<file path="src/hw/rtl/ntf_pkg.sv">
// Shared types and constants for the non-empty tile finder.
// Used by the position tracker and the top level; no dependencies.
package ntf_pkg;

  localparam int unsigned CFG_W   = 13;
  localparam int unsigned COORD_W = 12;
  localparam int unsigned ALPHA_W = 8;

  typedef enum logic [1:0] {
    REG_IMAGE_WIDTH  = 2'd0,
    REG_IMAGE_HEIGHT = 2'd1,
    REG_TILE_WIDTH   = 2'd2,
    REG_TILE_HEIGHT  = 2'd3
  } cfg_reg_t;

  // Per-pixel facts worked out by the position tracker for the flag update stage.
  typedef struct packed {
    logic               active;
    logic               last;
    logic               first_row;
    logic               opaque;
    logic [COORD_W-1:0] tile_left;
    logic [COORD_W-1:0] tile_top;
  } pix_t;

endpackage

</file>
<file path="src/hw/rtl/ntf_pos.sv">
// Raster position tracker: pixel, in-tile and tile-origin counters.
// Depends on ntf_pkg; advances once for every accepted pixel word.
module ntf_pos #(
  parameter int unsigned MAX_IMAGE_WIDTH  = 4096,
  parameter int unsigned MAX_IMAGE_HEIGHT = 4096
) (
  input  logic                                clk,
  input  logic                                rst_n,
  input  logic                                advance,
  input  logic [ntf_pkg::ALPHA_W-1:0]         alpha,
  input  logic                                frame_start,
  input  logic [ntf_pkg::CFG_W-1:0]           image_width,
  input  logic [ntf_pkg::CFG_W-1:0]           image_height,
  input  logic [ntf_pkg::CFG_W-1:0]           tile_width,
  input  logic [ntf_pkg::CFG_W-1:0]           tile_height,
  output ntf_pkg::pix_t                       pix,
  output logic [$clog2(MAX_IMAGE_WIDTH)-1:0]  col
);
  import ntf_pkg::*;

  localparam int unsigned XW  = $clog2(MAX_IMAGE_WIDTH);
  localparam int unsigned YW  = $clog2(MAX_IMAGE_HEIGHT);
  localparam int unsigned XSW = ((XW > CFG_W) ? XW : CFG_W) + 1;
  localparam int unsigned YSW = ((YW > CFG_W) ? YW : CFG_W) + 1;

  logic [XW-1:0] px_r, px_nxt, xwt_r, xwt_nxt, left_r, left_nxt, col_r, col_nxt;
  logic [YW-1:0] py_r, py_nxt, ywt_r, ywt_nxt, top_r, top_nxt;

  logic [XW-1:0] px_c, xwt_c, left_c, col_c;
  logic [YW-1:0] py_c, ywt_c, top_c;
  logic [XSW-1:0] w, tw;
  logic [YSW-1:0] h, th;
  logic enabled, x_adv, y_adv, row_end, frame_end;

  // A frame start returns the counters to the origin before the pixel is used.
  assign px_c   = frame_start ? '0 : px_r;
  assign py_c   = frame_start ? '0 : py_r;
  assign xwt_c  = frame_start ? '0 : xwt_r;
  assign ywt_c  = frame_start ? '0 : ywt_r;
  assign left_c = frame_start ? '0 : left_r;
  assign top_c  = frame_start ? '0 : top_r;
  assign col_c  = frame_start ? '0 : col_r;

  assign w  = (XSW'(image_width) > XSW'(MAX_IMAGE_WIDTH)) ? XSW'(MAX_IMAGE_WIDTH)
                                                           : XSW'(image_width);
  assign h  = (YSW'(image_height) > YSW'(MAX_IMAGE_HEIGHT)) ? YSW'(MAX_IMAGE_HEIGHT)
                                                             : YSW'(image_height);
  assign tw = XSW'(tile_width);
  assign th = YSW'(tile_height);

  assign enabled = (tw != '0) && (th != '0) && (tw <= w) && (th <= h);

  always_comb begin
    pix.active    = enabled
                    && (XSW'(left_c) + tw <= w)
                    && (YSW'(top_c) + th <= h)
                    && (XSW'(col_c) < XSW'(MAX_IMAGE_WIDTH));
    pix.last      = (XSW'(xwt_c) + XSW'(1) == tw) && (YSW'(ywt_c) + YSW'(1) == th);
    pix.first_row = (ywt_c == '0);
    pix.opaque    = (alpha != '0);
    pix.tile_left = COORD_W'(left_c);
    pix.tile_top  = COORD_W'(top_c);
  end

  assign col = col_c;

  assign x_adv     = (XSW'(xwt_c) + XSW'(1) >= tw);
  assign y_adv     = (YSW'(ywt_c) + YSW'(1) >= th);
  assign row_end   = (XSW'(px_c) + XSW'(1) >= w);
  assign frame_end = (YSW'(py_c) + YSW'(1) >= h);

  always_comb begin
    px_nxt   = px_c + XW'(1);
    py_nxt   = py_c;
    ywt_nxt  = ywt_c;
    top_nxt  = top_c;
    if (x_adv) begin
      xwt_nxt  = '0;
      col_nxt  = col_c + XW'(1);
      left_nxt = left_c + XW'(tw);
    end else begin
      xwt_nxt  = xwt_c + XW'(1);
      col_nxt  = col_c;
      left_nxt = left_c;
    end
    if (row_end) begin
      px_nxt   = '0;
      xwt_nxt  = '0;
      col_nxt  = '0;
      left_nxt = '0;
      if (frame_end) begin
        py_nxt  = '0;
        ywt_nxt = '0;
        top_nxt = '0;
      end else begin
        py_nxt = py_c + YW'(1);
        if (y_adv) begin
          ywt_nxt = '0;
          top_nxt = top_c + YW'(th);
        end else begin
          ywt_nxt = ywt_c + YW'(1);
        end
      end
    end
  end

  always_ff @(posedge clk) begin
    if (!rst_n) begin
      px_r   <= '0;
      py_r   <= '0;
      xwt_r  <= '0;
      ywt_r  <= '0;
      left_r <= '0;
      top_r  <= '0;
      col_r  <= '0;
    end else if (advance) begin
      px_r   <= px_nxt;
      py_r   <= py_nxt;
      xwt_r  <= xwt_nxt;
      ywt_r  <= ywt_nxt;
      left_r <= left_nxt;
      top_r  <= top_nxt;
      col_r  <= col_nxt;
    end
  end

endmodule

</file>
<file path="config.mk">
export PLATFORM = sky130hd
export DESIGN_NAME = ntf_pos
export DESIGN_NICKNAME = d
export VERILOG_FILES = /design/src/hw/rtl/ntf_pkg.sv /design/src/hw/rtl/ntf_pos.sv
export SDC_FILE = /design/constraint.sdc
export NUM_CORES = 1
export LEC_CHECK = 0
export ABC_AREA = 1
export BUFFER_PORTS_ARGS = -buffer_cell sky130_fd_sc_hd__buf_4
export CORE_ASPECT_RATIO = 1.4
export CORE_MARGIN = 5
export CORE_UTILIZATION = 30
export CTS_CLUSTER_SIZE = 20
export DETAILED_ROUTE_END_ITERATION = 8
export GPL_ROUTABILITY_DRIVEN = 0
export REMOVE_ABC_BUFFERS = 1
export SLEW_MARGIN = 10
export SYNTH_ARGS = -nofsm -noshare
export SYNTH_HDL_FRONTEND = slang
export SYNTH_SLANG_ARGS = --single-unit
</file>
<file path="constraint.sdc">
create_clock -name clk -period 3.74 [get_ports clk]
set_clock_uncertainty 0.15 [all_clocks]
set_input_delay 0 -clock clk [delete_from_list [all_inputs] [get_ports clk]]
set_output_delay 0 -clock clk [all_outputs]
set_load 0.01 [all_outputs]
</file>
==> results.ini, run 1 <==
[grt]
grt_usage_pct = 17.34
gr-total-overflow = 0
grt_pass1_wl_um = 50730
antenna_found_initial = 1
grt_max_degree = 59
grt_pass1_vias = 10216

[cts]
cts_tree = yes
clock_path_buffers = 2
root_buffer = clkbuf_16
numCtsBuffers = 9
clock-sinks = 84
htreeDepth = 3
clock_latency_ns = 0.36
clkSlewWorstSetupHoldPaths_ns = 0.06

[setup_path]
r2r-start = px_r[0]$_SDFFE_PN0P_
cp_common_cell = nand2_1
r2r-end = py_r[0]$_SDFFE_PN0P_
crit_type = flop to primary output
cp-end-kind = primary output
slowest_delay_ns = 0.31
cp_num_buf_inv = 3
critical_path.top_delay_family = simple AND/OR/NAND/NOR gates
crit_slowest_cell = dfxtp_1
crit_fanout = 3
cp.arrival_ns = 3.31
reg2reg_depth = 21
r2r_slack_ns = 0.29
worstPathRequired_ns = 3.59
start_kind = flop

[route]
wl_per_cell_um = 14.78
via_per_inst = 4.892
drt_pass1_iterations = 5
vias = 10463
ant_nets = 0
drcViolationCount = 0
wl_um = 31620
drt_iter0_drc = 492

[timing]
tns_ns = 0
hold_viol_final = 0
rsz0062_at_grt = true
final.min_clock_period_ns = 3.456
whs_ns = 0.03114
relSlewSlack_pct = 24.30
min_period_over_period_pct = 92.42
postLayoutSetupSlackWorst_ns = 0.2836
slew_viol_final = 0
worst_pin_slew_ns = 1.134
setup_viol = 0
fmax_mhz = 289.3

[yosys]
synth_simple_gate_area_share_pct = 39.08
synth_compound_area_share_pct = 10.68
yosysUniqueCellTypes = 48
ys_async_sr_fraction_pct = 0
synth_ff_type = dfxtp_1
ys_ff_latch = 84
synth_edf_count = 0
synth.area.mux_share_pct = 0
synth_adder_area_share_pct = 16.64
syn_area_mm2 = 0.009668
synth_cells = 1630
ys_seq_area_share_pct = 17.39
yosysWarnings = 0
avgSynthCellArea_um2 = 5.931
synth-xor-area-share_pct = 4.141
synth_top_family_by_area = simple AND/OR/NAND/NOR gates

[placed_design]
hpwl_um = 25410
dpl-instance-area_mm2 = 0.01094
place_ws_ns = 0.1797
port-buffer-count = 103
dp.cells = 2111

[final_layout]
fin_util_pct = 36.02
nNetsFinal = 1930
nFillCells = 3450
layout-drive-gt1-share_pct = 13.31
layoutNonFillerInstCount = 2139
fin_area_mm2 = 0.01142
syn_to_final_growth_pct = 18.11

[pwr]
cellPowerDensity_mw_per_mm2 = 202.7
power_leakage_nw = 5.805
vdd_ir_drop_max_mv = 0.1625
power_mw = 2.315

[worst_hold_path]
min_to = top_r[0]$_SDFFE_PN0P_
hp-class = input port to flop
hold_depth = 6
hold_start = frame_start

[floorplanning]
start_util_pct = 30.50
fp.dieW_um = 161.7
dieHeight_um = 222.4
io_pins = 104
die_area_mm2 = 0.03597
core_mm2 = 0.03170
num_rows = 77

[flow_run]
drv_cap = 0

[run_status]
status = complete, no violations

==> cell usage after synthesis, types with 3 or more instances <==
cell type  number  area share, %
a31oi_1         5           0.32
nor2_2          8           0.52
o21bai_1        6           0.47
nand2_1       521             20
and2_1          5           0.32
o21ai_0        32            1.7
buf_2           9           0.47
inv_2          16           0.62
clkinv_1        3           0.12
o21ai_1         7           0.36
nand3_1       109            5.6
xnor2_1        11            1.0
inv_1         236            9.2
nor2_1        153            5.9
nor4_1         10           0.65
buf_4           6           0.47
dfxtp_1        84             17
a21oi_1       129            6.7
xor2_1         31            2.8
nor3_1         15           0.78
o22ai_1         3           0.19
ha_1          127             16
nand4_1        35            2.3
nor3_2          8           0.83
clkbuf_1       23           0.89
a22oi_1         5           0.39
nand2_2         8           0.52
==> sequential cells by signal, indices dropped and copies added (netlist names) <==
name,flops
col_r,12
left_r,12
py_r,12
top_r,12
px_r,12
xwt_r,12
ywt_r,12
==> power by group <==
part,total (mW),leakage (nW),internal [mW],switching (mW)
Combinational,0.542,5.00,0.192,0.349
Clock,0.870,0.129,0.467,0.403
Sequential,0.903,0.678,0.900,0.00294
Total,2.31,5.81,1.56,0.755
==> tightest hold or removal path, cell delays in order <==
cell	delay (ns)
buf_4	0.12
inv_2	0.08
nand2_1	0.10
nand2_1	0.06
nand3_1	0.07
a21oi_1	0.06
==> cells in the final DEF, fill, tap and decap left out, types with 3 or more instances in the layout <==
cell type	count
a31oi_1	5
o22ai_1	3
xnor2_1	11
nor4_1	10
nand2_1	516
a22oi_1	5
o21ai_0	32
nor2_4	3
nand4_1	35
nand3_1	106
inv_2	19
xor2_1	31
a21oi_1	128
ha_2	4
nor3_1	15
ha_1	123
nand3_2	3
nand2_2	12
dfxtp_1	83
nor3_2	8
o21bai_1	6
o21ai_1	7
nor2_1	144
clkbuf_16	9
buf_6	5
buf_4	128
nor2_2	15
inv_1	233
clkinvlp_4	3
and2_1	5
==> layout make-up <==
| cell class | instances | area, um2 | area share [%] |
|---|---|---|---|
| antenna | 1 | 2.502 | 0.02192 |
| clock buffer | 12 | 246.5 | 2.159 |
| clock inverter | 4 | 25.02 | 0.2192 |
| inverter | 256 | 965.9 | 8.459 |
| multi-input combinational | 1249 | 6917 | 60.57 |
| sequential | 84 | 1683 | 14.74 |
| tap | 395 | 494.2 | 4.328 |
| timing repair buffer | 137 | 1077 | 9.435 |
| timing repair inverter | 1 | 7.507 | 0.06575 |
==> timing repair <==
action | CTS | global route
gates cloned | 0 | 1
endpoints found under the setup margin | 1 | 72
hold buffers | 2 | 0
hold endpoints to repair | 15 | 0
pin swaps | 0 | 12
buffers inserted | 0 | 8
resized for setup | 1 | 36
==> layer usage <==
layer | vias up | track usage (%) | part of all wire, %
met4 | 0 | 6.006 | 2.7
met2 | 243 | 32.70 | 52
met5 | - | 0 | 0
met3 | 53 | 2.225 | 4.1
li1 | 5436 | - | -
met1 | 4731 | 19.87 | 41
==> worst max-delay path by stage <==
stage / start / to / slack [ns] / depth (start not counted)
6_report: top_r[1]$_SDFFE_PN0P_ / pix[27] / 0.28 / 26
5_1_grt: top_r[0]$_SDFFE_PN0P_ / pix[27] / -0.03 / 26
4_1_cts: top_r[0]$_SDFFE_PN0P_ / pix[27] / 0.04 / 26
3_5_place_dp: px_r[0]$_SDFFE_PN0P_ / left_r[9]$_SDFFE_PN0P_ / 0.18 / 20
3_3_place_gp: frame_start / top_r[1]$_SDFFE_PN0P_ / 0.24 / 23
2_1_floorplan: xwt_r[0]$_SDFFE_PN0P_ / left_r[11]$_SDFFE_PN0P_ / 0.10 / 22
==> logic make-up after synthesis <==
group	count (synthesis)
adders and majority gates	128
buffers and inverters	297
AOI/OAI and AO/OA	194
and+or+nand+nor	883
xor gates and xnor gates	44
DFF	84
Note: power is estimated with default switching activity, not from simulation.
==> run 2, diff against run 1 <==
--- a/config.mk
+++ b/config.mk
@@ -14,7 +14,9 @@
 export DETAILED_ROUTE_END_ITERATION = 8
 export GPL_ROUTABILITY_DRIVEN = 0
 export REMOVE_ABC_BUFFERS = 1
+export SETUP_SLACK_MARGIN = 0.5
 export SLEW_MARGIN = 10
 export SYNTH_ARGS = -nofsm -noshare
 export SYNTH_HDL_FRONTEND = slang
 export SYNTH_SLANG_ARGS = --single-unit
+export TNS_END_PERCENT = 50
==> run 2 against run 1 <==
Sequential power hardly changed. Routed wire length is 6.8% higher. Clock power hardly changed. Die area stayed put. Sequential share of layout area is 1.4 points lower. First-iteration DRC count is 15% higher. Non-clock buffer count is 45 higher. Via count is 4.0% higher. Power is 3.2% higher. Hold slack better by 0.023 ns. Flip-flop and latch count stayed put. Critical path depth is 4 lower.
==> results.ini, run 2 (synthesis gave the netlist of run 1 again) <==
[floorplanning]
num_rows = 77
fp.dieW_um = 161.7
start_util_pct = 30.50
die_area_mm2 = 0.03597
core_mm2 = 0.03170
dieHeight_um = 222.4
io_pins = 104

[final_layout]
nNetsFinal = 1975
fin_area_mm2 = 0.01267
final_common_cell = nand2_1
layout-drive-gt1-share_pct = 23.77
layout_common_cells = 477 x nand2_1, 223 x inv_1, 154 x buf_4
syn_to_final_growth_pct = 31.03
antenna_cells = 0
layoutNonFillerInstCount = 2183

[grt]
gr-total-overflow = 0
grt_pass1_vias = 10507
grt_pass1_wl_um = 52650
antenna_found_initial = 0
grt_usage_pct = 18.05
grt_max_degree = 59

[route]
wl_um = 33760
vias = 10886
drt_pass1_iterations = 6
drt_iter0_drc = 566
wl_per_cell_um = 15.47
via_per_inst = 4.987
ant_nets = 0
drcViolationCount = 0

[timing]
rsz0062_at_grt = true
relSlewSlack_pct = 17.18
worst_pin_slew_ns = 1.242
fmax_mhz = 301.8
whs_ns = 0.05365
setup_viol = 0
tns_ns = 0
min_period_over_period_pct = 88.60
hold_viol_final = 0
final.min_clock_period_ns = 3.314
slew_viol_final = 0

[pwr]
cellPowerDensity_mw_per_mm2 = 188.5
power_leakage_nw = 6.207
vdd_ir_drop_max_mv = 0.1627

[cts]
htreeDepth = 3
cts_tree = yes
clock_latency_ns = 0.36
clock_path_buffers = 2
clkSlewWorstSetupHoldPaths_ns = 0.07
root_buffer = clkbuf_16
clock-sinks = 84
numCtsBuffers = 9

[worst_hold_path]
hold_start = tile_width[0]
hp-class = input port to flop

[setup_path]
crit_fanout = 5
start_kind = flop
worstPathRequired_ns = 3.78
crit_type = flop to flop
r2r-start = px_r[0]$_SDFFE_PN0P_
cp.arrival_ns = 3.35
cp-end-kind = flop
crit_start = px_r[0]$_SDFFE_PN0P_
r2r_slack_ns = 0.43

[run_status]
status = complete, no violations

[placed_design]
dp.cells = 2111
dpl-instance-area_mm2 = 0.01094
port-buffer-count = 103
hpwl_um = 25410

[flow_run]
drv_cap = 0

-- run 2: what timing repair did --
item | CTS | global route
cloned | 7 | 1
hold buffers | 3 | 0
setup endpoints to repair | 82 | 86
pin swaps | 51 | 73
hold endpoints to repair | 16 | 0
resized for setup | 129 | 128
setup buffers | 27 | 18
-- run 2: metrics by stage --
stage | util (%) | total power [mW] | setup WS, ns
final | 39.97 | 2.388 | 0.4264
after CTS | 37.88 | 2.378 | 0.3750
after floorplan | - | 1.222 | 0.1045
after global placement | 34.51 | 1.439 | 0.2360
after detailed placement | 34.51 | 1.447 | 0.1797
after global routing | 39.97 | 2.512 | 0.1933
-- run 2: path summary, 6_finish.rpt --
| check | end | cells past startpoint |
|---|---|---|
| setup / recovery | top_r[2]$_SDFFE_PN0P_ | 22 |
| hold / removal | left_r[0]$_SDFFE_PN0P_ | 4 |
| setup reg to reg | top_r[2]$_SDFFE_PN0P_ | 22 |
| hold reg to reg | py_r[0]$_SDFFE_PN0P_ | 2 |
-- run 2: report_power, final --
part / switching, mW / internal (mW)
registers: 0.00336 / 0.900
clock network: 0.405 / 0.467
logic: 0.382 / 0.231
total: 0.790 / 1.60
-- run 2: cell type report --
type	instances	area [um2]
clock inverters	4	25.02
clock buffers	12	246.5
flip-flops and latches	84	1694
repair inverters	1	7.507
multi-input cells	1249	7625
fillers	3320	19030
repair buffers	182	1598
inverters	256	978.4
well taps	395	494.2
-- run 2: worst max-delay path, cell delays in order, from the launching register on --
cell	delay, ns
dfxtp_2	0.33
inv_2	0.05
nor2_4	0.10
ha_2	0.19
nand3_2	0.10
nor2_2	0.12
nand2_2	0.09
nor2_4	0.11
nand3_2	0.09
xor2_2	0.17
ha_1	0.32
nand2_2	0.11
nor2_2	0.05
buf_4	0.14
a21oi_4	0.18
nand3_4	0.15
buf_8	0.17
buf_12	0.12
nand2_8	0.07
buf_6	0.14
nand2_1	0.06
nand3_2	0.08
a21oi_2	0.05
-- run 2: layer usage --
| metal | GRT usage (%) | wire length (um) |
|---|---|---|
| met2 | 33.56 | 17460 |
| met4 | 7.562 | 1232 |
| met5 | 0 | 0 |
| met1 | 20.67 | 13730 |
| met3 | 2.151 | 1333 |
==> run 3, diff against run 2 <==
--- a/config.mk
+++ b/config.mk
@@ -9,7 +9,7 @@
 export BUFFER_PORTS_ARGS = -buffer_cell sky130_fd_sc_hd__buf_4
 export CORE_ASPECT_RATIO = 1.4
 export CORE_MARGIN = 5
-export CORE_UTILIZATION = 30
+export CORE_UTILIZATION = 35
 export CTS_CLUSTER_SIZE = 20
 export DETAILED_ROUTE_END_ITERATION = 8
 export GPL_ROUTABILITY_DRIVEN = 0
==> run 3 against run 2 <==
Critical path depth grew 4. Die area down 14%. Final cell count fell by 0.50%. Non-clock buffer count increased by 14. First-iteration DRC count increased by 0.71%. Core utilization up 6.2 points. Routed wire length is 0.41% lower. Flip-flop and latch count stayed put. Maximum frequency fell by 2.6%. Sequential share of layout area is essentially flat. Setup slack got worse by 0.088 ns. Register-to-register slack worse by 0.09 ns.
==> results.ini, run 3 (synthesis gave the netlist of run 1 again) <==
[final_layout]
layout-drive-gt1-share_pct = 23.14
layout_common_cells = 482 x nand2_1, 222 x inv_1, 161 x buf_4
fin_util_pct = 46.21
syn_to_final_growth_pct = 31.32
antenna_cells = 0
final_common_cell = nand2_1
nNetsFinal = 1989

[cts]
numCtsBuffers = 9
clock_path_buffers = 2
clock-sinks = 84
clock_latency_ns = 0.36
htreeDepth = 3
cts_tree = yes
root_buffer = clkbuf_16
clkSlewWorstSetupHoldPaths_ns = 0.07

[setup_path]
crit_slowest_cell = fa_2
critical_path.top_delay_family = buffers and inverters
worstPathRequired_ns = 3.86
crit_start = top_r[0]$_SDFFE_PN0P_
start_kind = flop
cp_common_cell = buf_4
slowest_delay_ns = 0.35
crit_fanout = 2
cp_num_buf_inv = 15
crit_type = flop to flop
r2r-start = top_r[0]$_SDFFE_PN0P_
cp.arrival_ns = 3.52
cp-end-kind = flop

[route]
wl_um = 33620
via_per_inst = 5.014
vias = 10890
drt_pass1_iterations = 5
ant_nets = 0
drt_iter0_drc = 570
drcViolationCount = 0
wl_per_cell_um = 15.48

[timing]
relSlewSlack_pct = 23.52
min_period_over_period_pct = 90.95
setup_viol = 0
final.min_clock_period_ns = 3.402
fmax_mhz = 294.0
slew_viol_final = 0
worst_pin_slew_ns = 1.147
hold_viol_final = 0
tns_ns = 0
rsz0062_at_grt = true

[grt]
grt_max_degree = 52
gr-total-overflow = 0
antenna_found_initial = 0
grt_pass1_vias = 10428
grt_pass1_wl_um = 52050
grt_usage_pct = 21.14

[floorplanning]
die_area_mm2 = 0.03109
fp.dieW_um = 150.5
dieHeight_um = 206.7
io_pins = 104
start_util_pct = 35.19
core_mm2 = 0.02748
num_rows = 72

[pwr]
power_leakage_nw = 6.291
cellPowerDensity_mw_per_mm2 = 189.6
vdd_ir_drop_max_mv = 0.2141

[placed_design]
port-buffer-count = 103
hpwl_um = 25450

[flow_run]
drv_cap = 0

[worst_hold_path]
hold_start = frame_start
hp-class = input port to flop

[run_status]
status = complete, no violations

## run 3: cell count changes in the layout (fill, tap and decap cells not counted), sizes merged
cell and delta:
buf +14, inv -1, clkbuf -1, bufbuf +1
clkinv +1
## run 3: metrics by stage
stage | instances | instance area (um2) | setup slack (ns) | total power [mW] | hold WS (ns)
4_1_cts | 2155 | 12080 | 0.3024 | 2.395 | 0.02479
6_report | 2172 | 12700 | 0.3384 | 2.408 | 0.03970
3_3_place_gp | 2087 | 10940 | 0.1324 | 1.445 | 0.1071
5_1_grt | 2172 | 12700 | 0.1704 | 2.534 | 0.04899
2_1_floorplan | 1589 | 9465 | 0.1045 | 1.222 | -0.1116
3_5_place_dp | 2087 | 10940 | 0.02704 | 1.451 | 0.1107
## run 3: routing by layer
metal	global-route usage, %	routed length (um)	vias to the layer above
met4	9.843	1374	0
met1	23.58	13160	4931
met3	2.730	1775	75
li1	-	-	5551
met2	39.37	17310	333
met5	0	0	-
## run 3: final timing paths
path         cells after the start  slack, ns               endpoint
max reg2reg                     26       0.34  top_r[8]$_SDFFE_PN0P_
min                              4       0.04  xwt_r[0]$_SDFFE_PN0P_
max                             26       0.34  top_r[8]$_SDFFE_PN0P_
min reg2reg                      2       0.31  col_r[2]$_SDFFE_PN0P_
## run 3: area by class of cell
| class | instances | area (um2) |
|---|---|---|
| repair buffers | 196 | 1743 |
| repair inverters | 1 | 7.507 |
| well taps | 370 | 462.9 |
| inverters | 256 | 991.0 |
| multi-input cells | 1249 | 7528 |
| clock inverters | 4 | 25.02 |
| flip-flops and latches | 84 | 1692 |
| clock buffers | 12 | 246.5 |
| fillers | 2834 | 14780 |
## run 3: what timing repair did
| action | CTS | global route |
|---|---|---|
| setup buffers | 40 | 17 |
| hold endpoints to repair | 16 | 0 |
| hold buffers | 3 | 0 |
| gates cloned | 9 | 0 |
| setup endpoints to repair | 86 | 86 |
| pin swaps | 41 | 67 |
| resized for setup | 104 | 132 |
## run 3: power breakdown
| group | switching (mW) | internal (mW) |
|---|---|---|
| Sequential | 0.00371 | 0.900 |
| Combinational | 0.383 | 0.250 |
| Clock | 0.404 | 0.467 |
## run 3: tightest hold or removal path: stages
cell,delay [ns]
buf_4,0.13
buf_12,0.17
o21ai_2,0.13
a21oi_1,0.06
